$ cat src/design/bcc_pkg.sv
// ----------------------------------------------------------------------------
// bcc_pkg: shared types for the button click classifier
// Event codes, register indexes and the configuration bundle.
// ----------------------------------------------------------------------------
package bcc_pkg;

    localparam int unsigned CFG_BITS  = 24;
    localparam int unsigned NOW_BITS  = 48;
    localparam int unsigned IDX_BITS  = 1;

    localparam logic [CFG_BITS-1:0] WINDOW_RESET = 24'd300000;
    localparam logic [CFG_BITS-1:0] LONG_RESET   = 24'd1000000;

    typedef enum logic [IDX_BITS-1:0] {
        REG_WINDOW = 1'b0,
        REG_LONG   = 1'b1
    } reg_index_t;

    typedef enum logic [1:0] {
        EV_NONE   = 2'd0,
        EV_SINGLE = 2'd1,
        EV_DOUBLE = 2'd2,
        EV_LONG   = 2'd3
    } click_event_t;

    typedef struct packed {
        logic [CFG_BITS-1:0] window_us;
        logic [CFG_BITS-1:0] long_us;
    } cfg_t;

endpackage

$ cat src/design/bcc_if.sv
// ----------------------------------------------------------------------------
// bcc_tick_if / bcc_event_if: valid/ready channels of the classifier
// One poll sample in, one event word out.
// ----------------------------------------------------------------------------
interface bcc_tick_if;
    logic                         valid;
    logic                         ready;
    logic                         button_pressed;
    logic [bcc_pkg::NOW_BITS-1:0] now_us;

    modport source (output valid, output button_pressed, output now_us, input ready);
    modport sink   (input valid, input button_pressed, input now_us, output ready);
endinterface

interface bcc_event_if;
    logic       valid;
    logic       ready;
    logic [1:0] click_event;

    modport source (output valid, output click_event, input ready);
    modport sink   (input valid, input click_event, output ready);
endinterface

$ cat src/design/button_click_classifier.sv
// ----------------------------------------------------------------------------
// button_click_classifier: single, double and long press detector
//
//   port    dir  payload                    meaning
//   tick    in   button_pressed, now_us     one poll sample
//   click   out  click_event                event of that sample
//   cfg_*   in   cfg_index, cfg_data        window and long-press registers
//
// One word per clock while the result is not stalled, through an input register,
// then the classification logic into the result register.
// Classifier state advances only as a word moves into the result register.
// A stalled result holds its register; the input register still takes a word
// and holds it until the result register frees.
// Reset clears all flags and loads 300000 us window and 1000000 us long press.
// ----------------------------------------------------------------------------
module button_click_classifier #(
    parameter int unsigned TIME_BITS = 48
) (
    input  logic                         clk,
    input  logic                         rst_n,
    input  logic                         cfg_we,
    input  logic [bcc_pkg::IDX_BITS-1:0] cfg_index,
    input  logic [bcc_pkg::CFG_BITS-1:0] cfg_data,
    bcc_tick_if.sink                     tick,
    bcc_event_if.source                  click
);

    bcc_pkg::cfg_t         cfg;
    bcc_pkg::click_event_t core_event;

    logic                  in_valid_reg;
    logic                  pressed_reg;
    logic [TIME_BITS-1:0]  now_reg;
    logic                  out_valid_reg;
    logic [1:0]            event_reg;
    logic                  advance;
    logic [63:0]           now_wide;

    // stage control
    assign advance    = in_valid_reg && (!out_valid_reg || click.ready);
    assign tick.ready = !in_valid_reg || advance;
    assign now_wide   = {{(64 - bcc_pkg::NOW_BITS){1'b0}}, tick.now_us};

    // configuration registers
    bcc_cfg_regs u_cfg (
        .clk       (clk),
        .rst_n     (rst_n),
        .cfg_we    (cfg_we),
        .cfg_index (cfg_index),
        .cfg_data  (cfg_data),
        .cfg       (cfg)
    );

    // input register control
    always_ff @(posedge clk or negedge rst_n)
    begin
        if (!rst_n)
        begin
            in_valid_reg <= 1'b0;
        end
        else if (tick.ready)
        begin
            in_valid_reg <= tick.valid;
        end
    end

    // input register payload
    always_ff @(posedge clk)
    begin
        if (tick.ready && tick.valid)
        begin
            pressed_reg <= tick.button_pressed;
            now_reg     <= now_wide[TIME_BITS-1:0];
        end
    end

    // classification
    bcc_core #(
        .TIME_BITS (TIME_BITS)
    ) u_core (
        .clk         (clk),
        .rst_n       (rst_n),
        .step        (advance),
        .pressed     (pressed_reg),
        .now         (now_reg),
        .cfg         (cfg),
        .click_event (core_event)
    );

    // result register control
    always_ff @(posedge clk or negedge rst_n)
    begin
        if (!rst_n)
        begin
            out_valid_reg <= 1'b0;
        end
        else if (advance)
        begin
            out_valid_reg <= 1'b1;
        end
        else if (click.ready)
        begin
            out_valid_reg <= 1'b0;
        end
    end

    // result register payload
    always_ff @(posedge clk)
    begin
        if (advance)
        begin
            event_reg <= core_event;
        end
    end

    assign click.valid       = out_valid_reg;
    assign click.click_event = event_reg;

endmodule

$ cat src/design/bcc_cfg_regs.sv
// ----------------------------------------------------------------------------
// bcc_cfg_regs: configuration register file
// Holds the double-click window and the long-press time.
// ----------------------------------------------------------------------------
module bcc_cfg_regs (
    input  logic                         clk,
    input  logic                         rst_n,
    input  logic                         cfg_we,
    input  logic [bcc_pkg::IDX_BITS-1:0] cfg_index,
    input  logic [bcc_pkg::CFG_BITS-1:0] cfg_data,
    output bcc_pkg::cfg_t                cfg
);

    logic [bcc_pkg::CFG_BITS-1:0] window_reg;
    logic [bcc_pkg::CFG_BITS-1:0] long_reg;

    // register writes
    always_ff @(posedge clk or negedge rst_n)
    begin
        if (!rst_n)
        begin
            window_reg <= bcc_pkg::WINDOW_RESET;
            long_reg   <= bcc_pkg::LONG_RESET;
        end
        else if (cfg_we)
        begin
            case (bcc_pkg::reg_index_t'(cfg_index))
                bcc_pkg::REG_WINDOW: window_reg <= cfg_data;
                bcc_pkg::REG_LONG:   long_reg   <= cfg_data;
                default: ;
            endcase
        end
    end

    assign cfg.window_us = window_reg;
    assign cfg.long_us   = long_reg;

endmodule

$ cat src/design/bcc_core.sv
// ----------------------------------------------------------------------------
// bcc_core: click classification state and next-state logic
// Decides the event of one tick and updates the timing flags.
// ----------------------------------------------------------------------------
module bcc_core #(
    parameter int unsigned TIME_BITS = 48
) (
    input  logic                  clk,
    input  logic                  rst_n,
    input  logic                  step,
    input  logic                  pressed,
    input  logic [TIME_BITS-1:0]  now,
    input  bcc_pkg::cfg_t         cfg,
    output bcc_pkg::click_event_t click_event
);

    logic [TIME_BITS-1:0] start_reg;
    logic [TIME_BITS-1:0] start_next;
    logic                 active_reg;
    logic                 active_next;
    logic                 held_reg;
    logic                 held_next;
    logic                 released_reg;
    logic                 released_next;
    logic                 latched_reg;
    logic                 latched_next;

    logic [63:0]          window_wide;
    logic [63:0]          long_wide;
    logic [TIME_BITS-1:0] window_t;
    logic [TIME_BITS-1:0] long_t;
    logic [TIME_BITS-1:0] elapsed_rel;
    logic [TIME_BITS-1:0] elapsed_press;

    // thresholds at time width
    assign window_wide = {{(64 - bcc_pkg::CFG_BITS){1'b0}}, cfg.window_us};
    assign long_wide   = {{(64 - bcc_pkg::CFG_BITS){1'b0}}, cfg.long_us};
    assign window_t    = window_wide[TIME_BITS-1:0];
    assign long_t      = long_wide[TIME_BITS-1:0];

    // elapsed time, wrapping; a fresh press starts at zero
    assign elapsed_rel   = now - start_reg;
    assign elapsed_press = active_reg ? elapsed_rel : '0;

    // classification
    always_comb
    begin
        start_next    = start_reg;
        active_next   = active_reg;
        held_next     = held_reg;
        released_next = released_reg;
        latched_next  = latched_reg;
        click_event   = bcc_pkg::EV_NONE;

        if (!pressed)
        begin
            if (latched_reg)
            begin
                latched_next = 1'b0;
            end
            else
            begin
                if (held_reg)
                begin
                    held_next     = 1'b0;
                    released_next = 1'b1;
                end
                if (active_reg && (held_reg || released_reg) && elapsed_rel >= window_t)
                begin
                    active_next   = 1'b0;
                    released_next = 1'b0;
                    click_event   = bcc_pkg::EV_SINGLE;
                end
            end
        end
        else if (!latched_reg)
        begin
            if (!active_reg)
            begin
                start_next = now;
            end
            if (active_reg && released_reg && elapsed_press < window_t)
            begin
                active_next   = 1'b0;
                latched_next  = 1'b1;
                released_next = 1'b0;
                click_event   = bcc_pkg::EV_DOUBLE;
            end
            else
            begin
                held_next = 1'b1;
                if (elapsed_press >= long_t)
                begin
                    latched_next  = 1'b1;
                    active_next   = 1'b0;
                    released_next = active_reg ? released_reg : 1'b0;
                    click_event   = bcc_pkg::EV_LONG;
                end
                else
                begin
                    active_next   = 1'b1;
                    released_next = active_reg ? released_reg : 1'b0;
                end
            end
        end
    end

    // state registers
    always_ff @(posedge clk or negedge rst_n)
    begin
        if (!rst_n)
        begin
            start_reg    <= '0;
            active_reg   <= 1'b0;
            held_reg     <= 1'b0;
            released_reg <= 1'b0;
            latched_reg  <= 1'b0;
        end
        else if (step)
        begin
            start_reg    <= start_next;
            active_reg   <= active_next;
            held_reg     <= held_next;
            released_reg <= released_next;
            latched_reg  <= latched_next;
        end
    end

endmodule
$ cat src/flat_wrapper.sv
// flat-port wrapper written by rule: the top's interface ports become plain ports
module button_click_classifier_flat 
#(
    parameter int unsigned TIME_BITS = 48
)
  (clk, rst_n, cfg_we, cfg_index, cfg_data, tick_valid, tick_button_pressed, tick_now_us, tick_ready, click_valid, click_click_event, click_ready);
  bcc_tick_if tick_i ();
  bcc_event_if click_i ();
  input  logic clk;
  input  logic rst_n;
  input  logic cfg_we;
  input  logic [bcc_pkg::IDX_BITS-1:0] cfg_index;
  input  logic [bcc_pkg::CFG_BITS-1:0] cfg_data;
  input wire logic [$bits(tick_i.valid)-1:0] tick_valid;
  input wire logic [$bits(tick_i.button_pressed)-1:0] tick_button_pressed;
  input wire logic [$bits(tick_i.now_us)-1:0] tick_now_us;
  output wire logic [$bits(tick_i.ready)-1:0] tick_ready;
  output wire logic [$bits(click_i.valid)-1:0] click_valid;
  output wire logic [$bits(click_i.click_event)-1:0] click_click_event;
  input wire logic [$bits(click_i.ready)-1:0] click_ready;
  assign tick_i.valid = tick_valid;
  assign tick_i.button_pressed = tick_button_pressed;
  assign tick_i.now_us = tick_now_us;
  assign tick_ready = tick_i.ready;
  assign click_valid = click_i.valid;
  assign click_click_event = click_i.click_event;
  assign click_i.ready = click_ready;
  button_click_classifier #(.TIME_BITS(TIME_BITS)) u_core (.clk(clk), .rst_n(rst_n), .cfg_we(cfg_we), .cfg_index(cfg_index), .cfg_data(cfg_data), .tick(tick_i), .click(click_i));
endmodule
$ cat config.mk
export PLATFORM = sky130hd
export DESIGN_NAME = button_click_classifier_flat
export DESIGN_NICKNAME = d
export VERILOG_FILES = /design/src/design/bcc_pkg.sv /design/src/design/bcc_if.sv /design/src/design/button_click_classifier.sv /design/src/design/bcc_cfg_regs.sv /design/src/design/bcc_core.sv /design/src/flat_wrapper.sv
export SDC_FILE = /design/constraint.sdc
export NUM_CORES = 1
export LEC_CHECK = 0
export BUFFER_PORTS_ARGS = -buffer_cell sky130_fd_sc_hd__buf_2
export CAP_MARGIN = 20
export CORE_MARGIN = 10
export CORE_UTILIZATION = 45
export CTS_BUF_LIST = sky130_fd_sc_hd__clkbuf_8
export CTS_CLUSTER_SIZE = 20
export DETAILED_ROUTE_END_ITERATION = 12
export HOLD_SLACK_MARGIN = 0.15
export SLEW_MARGIN = 40
export SYNTH_ARGS = -nofsm -noshare
export SYNTH_HDL_FRONTEND = slang
export SYNTH_SLANG_ARGS = --single-unit
$ cat constraint.sdc
create_clock -name clk -period 7 [get_ports clk]
set_clock_uncertainty 0.1 [all_clocks]
set_input_delay 1.05 -clock clk [delete_from_list [all_inputs] [get_ports clk]]
set_output_delay 1.05 -clock clk [all_outputs]
set_load 0.05 [all_outputs]
==> results of run 1 <==
power by group through the flow:
| stage | combinational [mW] | sequential [mW] | clock, mW |
|---|---|---|---|
| global route | 3.47 | 1.28 | 0.713 |
| detailed placement | 3.04 | 1.28 | 0 |
| floorplan | 2.34 | 1.26 | 0 |
| CTS | 3.07 | 1.26 | 0.675 |
| global placement | 3.02 | 1.27 | 0 |
| finish | 3.09 | 1.26 | 0.642 |
cells in the mapped netlist, types with 4 or more instances:
cell type	number	area (um^2)
clkbuf_1	13	48.8
a211o_1	7	61.3
nor3_1	19	95.1
a21o_1	37	278
ha_1	116	1450
buf_2	14	70.1
o211ai_1	5	37.5
a31oi_1	10	62.6
and3_1	4	25.0
o21ai_1	8	40.0
nand2_1	85	319
buf_1	6	22.5
nor2_1	49	184
o21a_1	14	105
or3_1	9	56.3
a21oi_1	72	360
inv_1	111	417
and2_1	28	175
a2bb2oi_1	4	35.0
dfstp_2	15	394
nand3_1	16	80.1
o21ai_0	64	320
a21oi_2	6	52.6
o2bb2ai_1	4	35.0
dfrtp_1	87	2180
edfxtp_1	51	1530
xor2_1	14	123
or2_2	4	25.0
mux2i_1	4	40.0
nand2b_1	12	75.1
a211oi_1	9	67.6
nand4_1	27	169
xnor2_1	15	131
mux2_2	75	845
nor2b_1	5	31.3
o21bai_1	6	45.0
cells by family after synthesis:
family / count (synthesis) / synth area share, %
buf+inv: 147 / 5.50
xor+xnor: 29 / 2.38
compound gates: 290 / 18.5
mux: 79 / 8.28
simple gates: 276 / 13.2
flops: 153 / 38.4
fa+ha+maj: 117 / 13.8
path summary, 6_finish.rpt:
kind                                                 startpoint                                      end  slack (ps)  cells after the start
worst max register to register      u_core.now_reg[0]$_DFFE_PP_    u_core.click.click_event[0]$_DFFE_PP_        1850                     22
worst min register to register  u_core.in_valid_reg$_DFFE_PN0N_           u_core.click.valid$_DFFE_PN0P_         400                      1
max in group asynchronous                                 rst_n  u_core.u_core.start_reg[32]$_DFFE_PN0P_        5110                      2
worst min-delay path            u_core.in_valid_reg$_DFFE_PN0N_           u_core.click.valid$_DFFE_PN0P_         400                      1
min in group asynchronous                                 rst_n   u_core.u_cfg.window_reg[2]$_DFFE_PN0P_         520                      1
worst max-delay path                u_core.now_reg[0]$_DFFE_PP_    u_core.click.click_event[0]$_DFFE_PP_        1850                     22
critical path, cell delays in order, from the launching register on:
cell and delay, ps:
edfxtp_1 360, inv_1 70, ha_1 150, inv_1 60
fa_1 410, a21o_1 190, a221oi_2 330, or3_1 230
nand2_1 100, xor2_1 160, and2_1 200, ha_1 290
a21o_1 160, a21o_1 170, a21o_1 170, a211o_1 290
a21oi_1 200, a21oi_1 100, o21a_1 190, o31ai_1 370
nor2b_1 210, o21ai_0 100, a211o_1 280
layout by cell type (no fill, tap or decap), types with 6 or more instances in the layout:
master    Yosys  routed
clkbuf_8      0      17
nand4_1      27      27
dfstp_2      15      15
ha_1        116     116
xor2_1       14      14
buf_4         1       7
a211o_1       7       7
mux2_2       75      75
o21a_1       14      14
nor3_1       19      19
and2_1       28      27
o21ai_0      64      64
a21o_1       37      37
nand2b_1     12      12
buf_2        14      81
a21oi_2       6       6
or3_1         9       8
edfxtp_1     51      51
inv_1       111     112
xnor2_1      15      15
a211oi_1      9       9
a31oi_1      10      10
nand2_1      85      85
o21bai_1      6       6
nor2_1       49      49
o21ai_1       8       8
nand3_1      16      16
dfrtp_1      87      87
a21oi_1      72      72
per-layer routing:
metal | vias to the layer above | part of all wire [%] | track usage (%)
li1 | 4095 | - | -
met1 | 3806 | 53 | 26.0
met2 | 158 | 42 | 25.2
met3 | 11 | 3.4 | 2.62
met4 | 0 | 0.80 | 3.99
met5 | - | 0 | 0
per-stage QoR:
stage	area [um^2]	total power, mW	instances
after floorplan	10700	3.60	1091
after detailed placement	11400	4.32	1462
final	11700	4.98	1494
after global routing	11700	5.46	1494
after global placement	11400	4.28	1462
after CTS	11700	5.00	1494
final cells by class:
| cell class | instances | area, um^2 |
|---|---|---|
| Clock buffer | 17 | 234 |
| Clock inverter | 15 | 129 |
| Fill cell | 2232 | 11700 |
| Inverter | 111 | 417 |
| Multi-Input combinational cell | 791 | 6000 |
| Sequential cell | 153 | 4100 |
| Tap cell | 319 | 399 |
| Timing Repair Buffer | 88 | 458 |
==> impl_metrics.toml, run 1 <==
[outcome]
status = "completed"

[logic_synthesis]
yosysUniqueCellTypes = 82
ys_seq_area_share_pct = 38.4
synth_ff_type = "dfrtp_1"
synth_warnings = 0
synth_nets = 1287
async_flop_share_pct = 66.7
synth_seq_cells = 153
syn-cell-area_mm2 = 0.0107
synthCells = 1091
synth_edf_count = 51
postSynthAreaPerCell_um2 = 9.79

[critical_path]
cp.required_ps = 7110
worstPathMaxFanout = 4
critical_path_class = "reg -> reg"
crit_arrival_ps = 5260
cp-start-kind = "flop"
cp-end-kind = "flop"

[power]
p_per_area_mw_per_mm2 = 425
switchingPower_mw = 2.27
seqPwrFrac_pct = 25.2
power.internal_mw = 2.71
p_sw_share_pct = 45.6
power_leakage_nw = 5.35
ir_drop_uv = 152
pwr-share-clk_pct = 12.9
combPwrFrac_pct = 61.9

[placed_design]
io_buffers = 82
dp_worst_setup_slack_ps = 1910
gp_congestion = 0.907
place_hpwl_um = 20400

[sta]
final.min_clock_period_ps = 5150
setup_tns_ps = 0
worstMarginPinSlew_ps = 702
finalCritPeriodShare_pct = 73.6
drv_slew = 0
timing.final.ws_setup_ps = 1850
rsz0062_at_grt = "no"
fmax_mhz = 194
finalSetupViolCount = 0
whs_ps = 405
relSlewSlack_pct = 53.2
finalHoldViolations = 0

[finish]
drive_gt1_share_pct = 20.4
diodes = 0
final_core_util_pct = 50.1
area_growth_pct = 9.86
nets = 1358

[floorplan]
core_area_mm2 = 0.0234
die_w_um = 174
start_util_pct = 45.6
die_area_mm2 = 0.0303
io_pins = 83
die_h_um = 174
rows = 56

[clock_tree]
h-tree-depth = 4
numCtsBuffers = 17
cts_num_sinks = 153
postCtsHoldBufs = 0
cts_buffer_depth = 2
cts.root.buffer_cell = "clkbuf_8"
clk_latency_ps = 460
cts_tree = "yes"
postCtsSetupBuffers = 0
cts_resized = 0
path_clk_slew_ps = 90

[routing]
routedWlPerCell_um = 17.3
ant_nets = 0
drc = 0
via_per_inst = 5.40
first_pass_iters = 7
drtIter0Drc = 540
routed_wirelength_um = 25900
num_vias = 8070

[global_route]
grt_pass1_wl_um = 43000
antenna_found_initial = 0
grt_usage_pct = 17.2
grt_overflow = 0
grt_pass1_vias = 8182
grt_max_degree = 53

[min_path]
hold_class = "reg -> reg"

[flow_run]
cap_violations = 0
Power figures use the tool's default switching activity.
==> inputs of run 2 (changes only) <==
Settings changed: ABC_AREA set to 1.
Clock period 7 ns to 4.8 ns, I/O delays scaled along.
==> run 2 against run 1 <==
Maximum frequency increased by 31%. Worst setup slack worse by 970 ps. Via count up 31%. Non-clock buffer count is 1 lower. Sequential cell count is the same. Synthesized cell count is 60% higher. Largest cell class unchanged. Cell count is 46% higher. Register-to-register slack worse by 970 ps. Sequential power grew 44%. First-iteration DRC count rose by 33%. Clock power increased by 64%.
==> impl_metrics.toml, run 2 <==
[power]
combPwrFrac_pct = 65.6
ir_drop_uv = 259
switchingPower_mw = 4.30
pwr-share-clk_pct = 12.6
p_sw_share_pct = 51.8
total_power_mw = 8.30
p_per_area_mw_per_mm2 = 634
power.internal_mw = 4.00
power_leakage_nw = 7.41
seqPwrFrac_pct = 21.8

[sta]
timing.final.ws_setup_ps = 881
whs_ps = 156
final.min_clock_period_ps = 3920
fmax_mhz = 255
relSlewSlack_pct = 47.7
finalCritPeriodShare_pct = 81.7
drv_slew = 0
worstMarginPinSlew_ps = 780
setup_tns_ps = 0
rsz0062_at_grt = "no"
finalHoldViolations = 0
finalSetupViolCount = 0

[logic_synthesis]
synth.most_common_cell = "nand2_1"
syn-cell-area_mm2 = 0.0119
synth_area_leader_cell = "dfrtp_1"
ys_seq_area_share_pct = 34.6
synthTopCellsByArea = "dfrtp_1, nand2_1, edfxtp_1"
yosysUniqueCellTypes = 41
async_flop_share_pct = 66.7
synth_common_cells = "nand2_1, inv_1, nor2_1"
synth_nets = 1939
synth_ff_type = "dfrtp_1"
synth_edf_count = 51
synthCells = 1743
synth_warnings = 0
synth_seq_cells = 153
postSynthAreaPerCell_um2 = 6.81
yosysTopAreaCellShare_pct = 18.3

[critical_path]
cp-end-kind = "flop"
cp.required_ps = 4920
r2r_start = "u_core.now_reg[18]$_DFFE_PP_"
crit_arrival_ps = 4040
worstSetupEndpoint = "u_core.click.click_event[0]$_DFFE_PP_"
critical_path_class = "reg -> reg"
ff2ff_setup_slack_ps = 880
cp-start-kind = "flop"
critical_path.startpoint = "u_core.now_reg[18]$_DFFE_PP_"
reg2reg_depth = 17
r2r_end = "u_core.click.click_event[0]$_DFFE_PP_"
worstPathMaxFanout = 6

[finish]
fillers = 2683
area_growth_pct = 10.2
fin_area_mm2 = 0.0131
diodes = 0
layout_commonest_cell = "nand2_1"
final_core_util_pct = 50.4
nets = 2022
final_cell_mix = "nand2_1, inv_1, nor2_1"
layoutNonFillerInstCount = 2174
drive_gt1_share_pct = 10.3

[placed_design]
place_hpwl_um = 25700
placed_area_mm2 = 0.0127
gp_congestion = 0.972
dp.cells = 2142
dp_worst_setup_slack_ps = 946
io_buffers = 82

[clock_tree]
postCtsHoldBufs = 0
cts_tree = "yes"
cts.root.buffer_cell = "clkbuf_8"
cts_resized = 0
cts_num_sinks = 153
path_clk_slew_ps = 100
cts_buffer_depth = 2
h-tree-depth = 4
numCtsBuffers = 17
postCtsSetupBuffers = 0
clk_latency_ps = 470

[global_route]
grt_max_degree = 96
grt_pass1_wl_um = 51200
grt_pass1_vias = 10131
grt_overflow = 0
antenna_found_initial = 0
grt_usage_pct = 18.9

[floorplan]
rows = 59
die_w_um = 182
die_h_um = 182
core_area_mm2 = 0.0260
io_pins = 83
start_util_pct = 45.7
die_area_mm2 = 0.0333

[routing]
drtIter0Drc = 720
first_pass_iters = 5
drc = 0
routedWlPerCell_um = 14.3
num_vias = 10587
via_per_inst = 4.87
ant_nets = 0
routed_wirelength_um = 31100

[outcome]
status = "completed"

[min_path]
hold_class = "in -> async"

[flow_run]
cap_violations = 0
==> run 2: kinds of logic after synthesis <==
group | share of synthesized area [%]
simple gates | 29.6
buf+inv | 12.4
compound gates | 9.24
flops | 34.6
fa+ha+maj | 12.4
xor+xnor | 1.70
mux | 0.0948
==> run 2: cell type report <==
type	count	area [um^2]	area share, %
Sequential cell	153	4100	31.4
Multi-Input combinational cell	1197	6310	48.2
Tap cell	335	419	3.20
Timing Repair Buffer	87	458	3.50
Clock inverter	14	161	1.23
Inverter	370	1390	10.6
Clock buffer	18	248	1.89
==> run 2: routing by layer <==
metal	share of wire, %	global-route usage (%)	up-vias
met5	0	0	-
met2	44	29.3	231
met4	2.0	5.76	0
li1	-	-	5547
met3	4.7	2.69	39
met1	50	26.7	4770
==> run 2: how the worst min path moves through the flow <==
stage,startpoint,end,slack (ps),cells past startpoint
finish,rst_n,u_core.u_cfg.long_reg[4]$_DFFE_PN0P_,160,1
global route,rst_n,u_core.u_cfg.long_reg[4]$_DFFE_PN0P_,190,1
CTS,rst_n,u_core.u_cfg.long_reg[4]$_DFFE_PN0P_,160,1
detailed placement,u_core.u_cfg.long_reg[15]$_DFFE_PN0P_,u_core.u_cfg.long_reg[15]$_DFFE_PN0P_,370,2
global placement,u_core.u_cfg.window_reg[23]$_DFFE_PN0P_,u_core.u_cfg.window_reg[23]$_DFFE_PN0P_,370,2
floorplan,rst_n,u_core.click.valid$_DFFE_PN0P_,320,0
==> run 2: power groups by stage <==
stage / clock, mW / combinational, mW / sequential, mW
finish: 1.05 / 5.45 / 1.81
global route: 1.13 / 6.26 / 1.85
CTS: 1.09 / 5.44 / 1.81
detailed placement: 0 / 5.42 / 1.84
global placement: 0 / 5.35 / 1.83
floorplan: 0 / 4.00 / 1.82
==> run 2: worst max-delay path, cell delays in order, from the launching register on <==
cell       delay (ps)
edfxtp_1          400
ha_1              420
nand2_1           120
nor2_1            250
nand2_1           130
nor2_1            110
nand2_1            70
nand3_2           100
xor2_1            350
inv_1              70
nor2_1            140
ha_1              310
nand2_1            90
nor2_1             50
a2111oi_0         550
nand3_2           240
nand2_1           110
o22ai_1            60
==> inputs of run 3 (changes only) <==
Clock period 4.8 ns to 4 ns, I/O delays scaled along.
==> run 3 against run 2 <==
Clock power grew 8%. Cell area rose by 1.9%. Total power is 23% higher. Non-clock buffer count rose by 10. Via count is 0.21% higher. Critical path depth rose by 6. Sequential share of layout area shrank 0.58 points. Die area is the same. Register-to-register slack got worse by 600 ps. Worst setup slack worse by 600 ps. Combinational power is 26% higher. Utilization increased by 0.94 points. Largest power group unchanged.
==> impl_metrics.toml, run 3 (synthesis gave the netlist of run 2 again) <==
[outcome]
status = "completed"

[routing]
via_per_inst = 4.86
routedWlPerCell_um = 14.4
drtIter0Drc = 720
drt-met1-wl_um = 15900
routed_wirelength_um = 31400
dr_wl_met2_um = 13600
dr_wl_met3_um = 1430
num_vias = 10609
topRoutingLayerUsed = "met4"
first_pass_iters = 7
ant_nets = 0
drc = 0

[sta]
fmax_mhz = 269
finalSetupViolCount = 0
setup_tns_ps = 0
finalHoldViolations = 0
final.min_clock_period_ps = 3710
finalCritPeriodShare_pct = 92.9
relSlewSlack_pct = 44.5
drv_slew = 0
whs_ps = 199
worstMarginPinSlew_ps = 831

[global_route]
grt_max_degree = 103
grt_overflow = 0
grt_usage_pct = 18.8
antenna_found_initial = 0
grt_pass1_wl_um = 50900
grt_pass1_vias = 10088

[clock_tree]
numCtsBuffers = 17
clk_latency_ps = 470
cts_tree = "yes"
cts_num_sinks = 153
cts_buffer_depth = 2
h-tree-depth = 4
cts.root.buffer_cell = "clkbuf_8"
path_clk_slew_ps = 100

[power]
ir_drop_uv = 298
power.internal_mw = 4.86
combPwrFrac_pct = 67.7
p_per_area_mw_per_mm2 = 763
power_leakage_nw = 7.45
total_power_mw = 10.2
p_sw_share_pct = 52.2
switchingPower_mw = 5.31
seqPwrFrac_pct = 21.2
pwr-share-clk_pct = 11.1

[floorplan]
die_h_um = 182
die_area_mm2 = 0.0333
io_pins = 83
core_area_mm2 = 0.0260
rows = 59
start_util_pct = 45.7
die_w_um = 182

[flow_run]
cap_violations = 0

[finish]
layout_commonest_cell = "nand2_1"
area_growth_pct = 12.3
diodes = 0
nets = 2032
drive_gt1_share_pct = 12.2
fillers = 2674
final_cell_mix = "nand2_1, inv_1, nor2_1"
layoutNonFillerInstCount = 2184

[critical_path]
r2r_end = "u_core.click.click_event[0]$_DFFE_PP_"
cp-start-kind = "flop"
worstPathMaxFanout = 6
critical_path.startpoint = "u_core.now_reg[2]$_DFFE_PP_"
cp.required_ps = 4130
crit_arrival_ps = 3840
critical_path_class = "reg -> reg"
worstSetupEndpoint = "u_core.click.click_event[0]$_DFFE_PP_"
reg2reg_depth = 23
cp-end-kind = "flop"
r2r_start = "u_core.now_reg[2]$_DFFE_PP_"
ff2ff_setup_slack_ps = 290

[placed_design]
dp.cells = 2150
io_buffers = 82
place_hpwl_um = 25400
gp_congestion = 0.914

[min_path]
hold_class = "in -> reg"
run 3: how the worst min path moves through the flow:
stage                                                       start  depth (start not counted)                                       to
after detailed placement  u_core.u_cfg.window_reg[22]$_DFFE_PN0P_                          2  u_core.u_cfg.window_reg[22]$_DFFE_PN0P_
after CTS                                         tick_now_us[32]                          1             u_core.now_reg[32]$_DFFE_PP_
after global placement    u_core.u_cfg.window_reg[13]$_DFFE_PN0P_                          2  u_core.u_cfg.window_reg[13]$_DFFE_PN0P_
after global routing                               tick_now_us[7]                          1              u_core.now_reg[7]$_DFFE_PP_
after floorplan                                             rst_n                          0           u_core.click.valid$_DFFE_PN0P_
final                                              tick_now_us[9]                          1              u_core.now_reg[9]$_DFFE_PP_
run 3: timing repair:
item | in CTS | in global routing
buffers inserted | 0 | 1
hold endpoints to repair | 87 | 0
setup endpoints to repair | 0 | 6
gates resized for setup | 0 | 37
hold buffers | 1 | 0
run 3: final cells by class:
class,count,area [um^2],share of cell area (%)
inverters,370,1390,10.4
multi-input cells,1197,6510,48.8
repair buffers,97,553,4.15
well taps,335,419,3.14
clock inverters,15,119,0.892
flip-flops and latches,153,4100,30.8
clock buffers,17,234,1.76
run 3: power by group through the flow:
stage          Sequential (mW)  Combinational, mW  Clock [mW]
2_1_floorplan             2.18               4.80           0
3_3_place_gp              2.18               6.50           0
3_5_place_dp              2.19               6.59           0
4_1_cts                   2.16               6.61        1.17
5_1_grt                   2.20               7.86        1.24
6_report                  2.16               6.88        1.13
run 3: worst max-delay path, stage by stage (launching register included):
cell	delay, ps
edfxtp_1	420
ha_1	380
nand2_1	70
nand2_1	90
inv_1	60
nand2_2	80
nand2_1	60
nand2_1	150
nand2_1	90
nand2_2	90
xor2_1	260
inv_1	70
nor2_1	180
ha_1	300
a21oi_1	140
o21ai_0	90
a21oi_1	150
nand2_1	90
nand2_1	140
nand2_1	70
nand2_1	80
nand3_2	140
nand2_1	90
o22ai_1	60
run 3: routing by layer:
layer	vias to the layer above	track usage [%]
met2	203	28.8
met3	26	3.11
li1	5569	-
met1	4811	26.9
met4	0	4.56
met5	-	0
run 3: metrics by stage:
stage	setup slack, ps	utilization, %	instance area, um^2
detailed placement	180	49.1	12800
global placement	170	49.1	12800
finish	286	51.3	13300
global route	-0.936	51.3	13300
CTS	154	50.5	13100
floorplan	715	-	11900
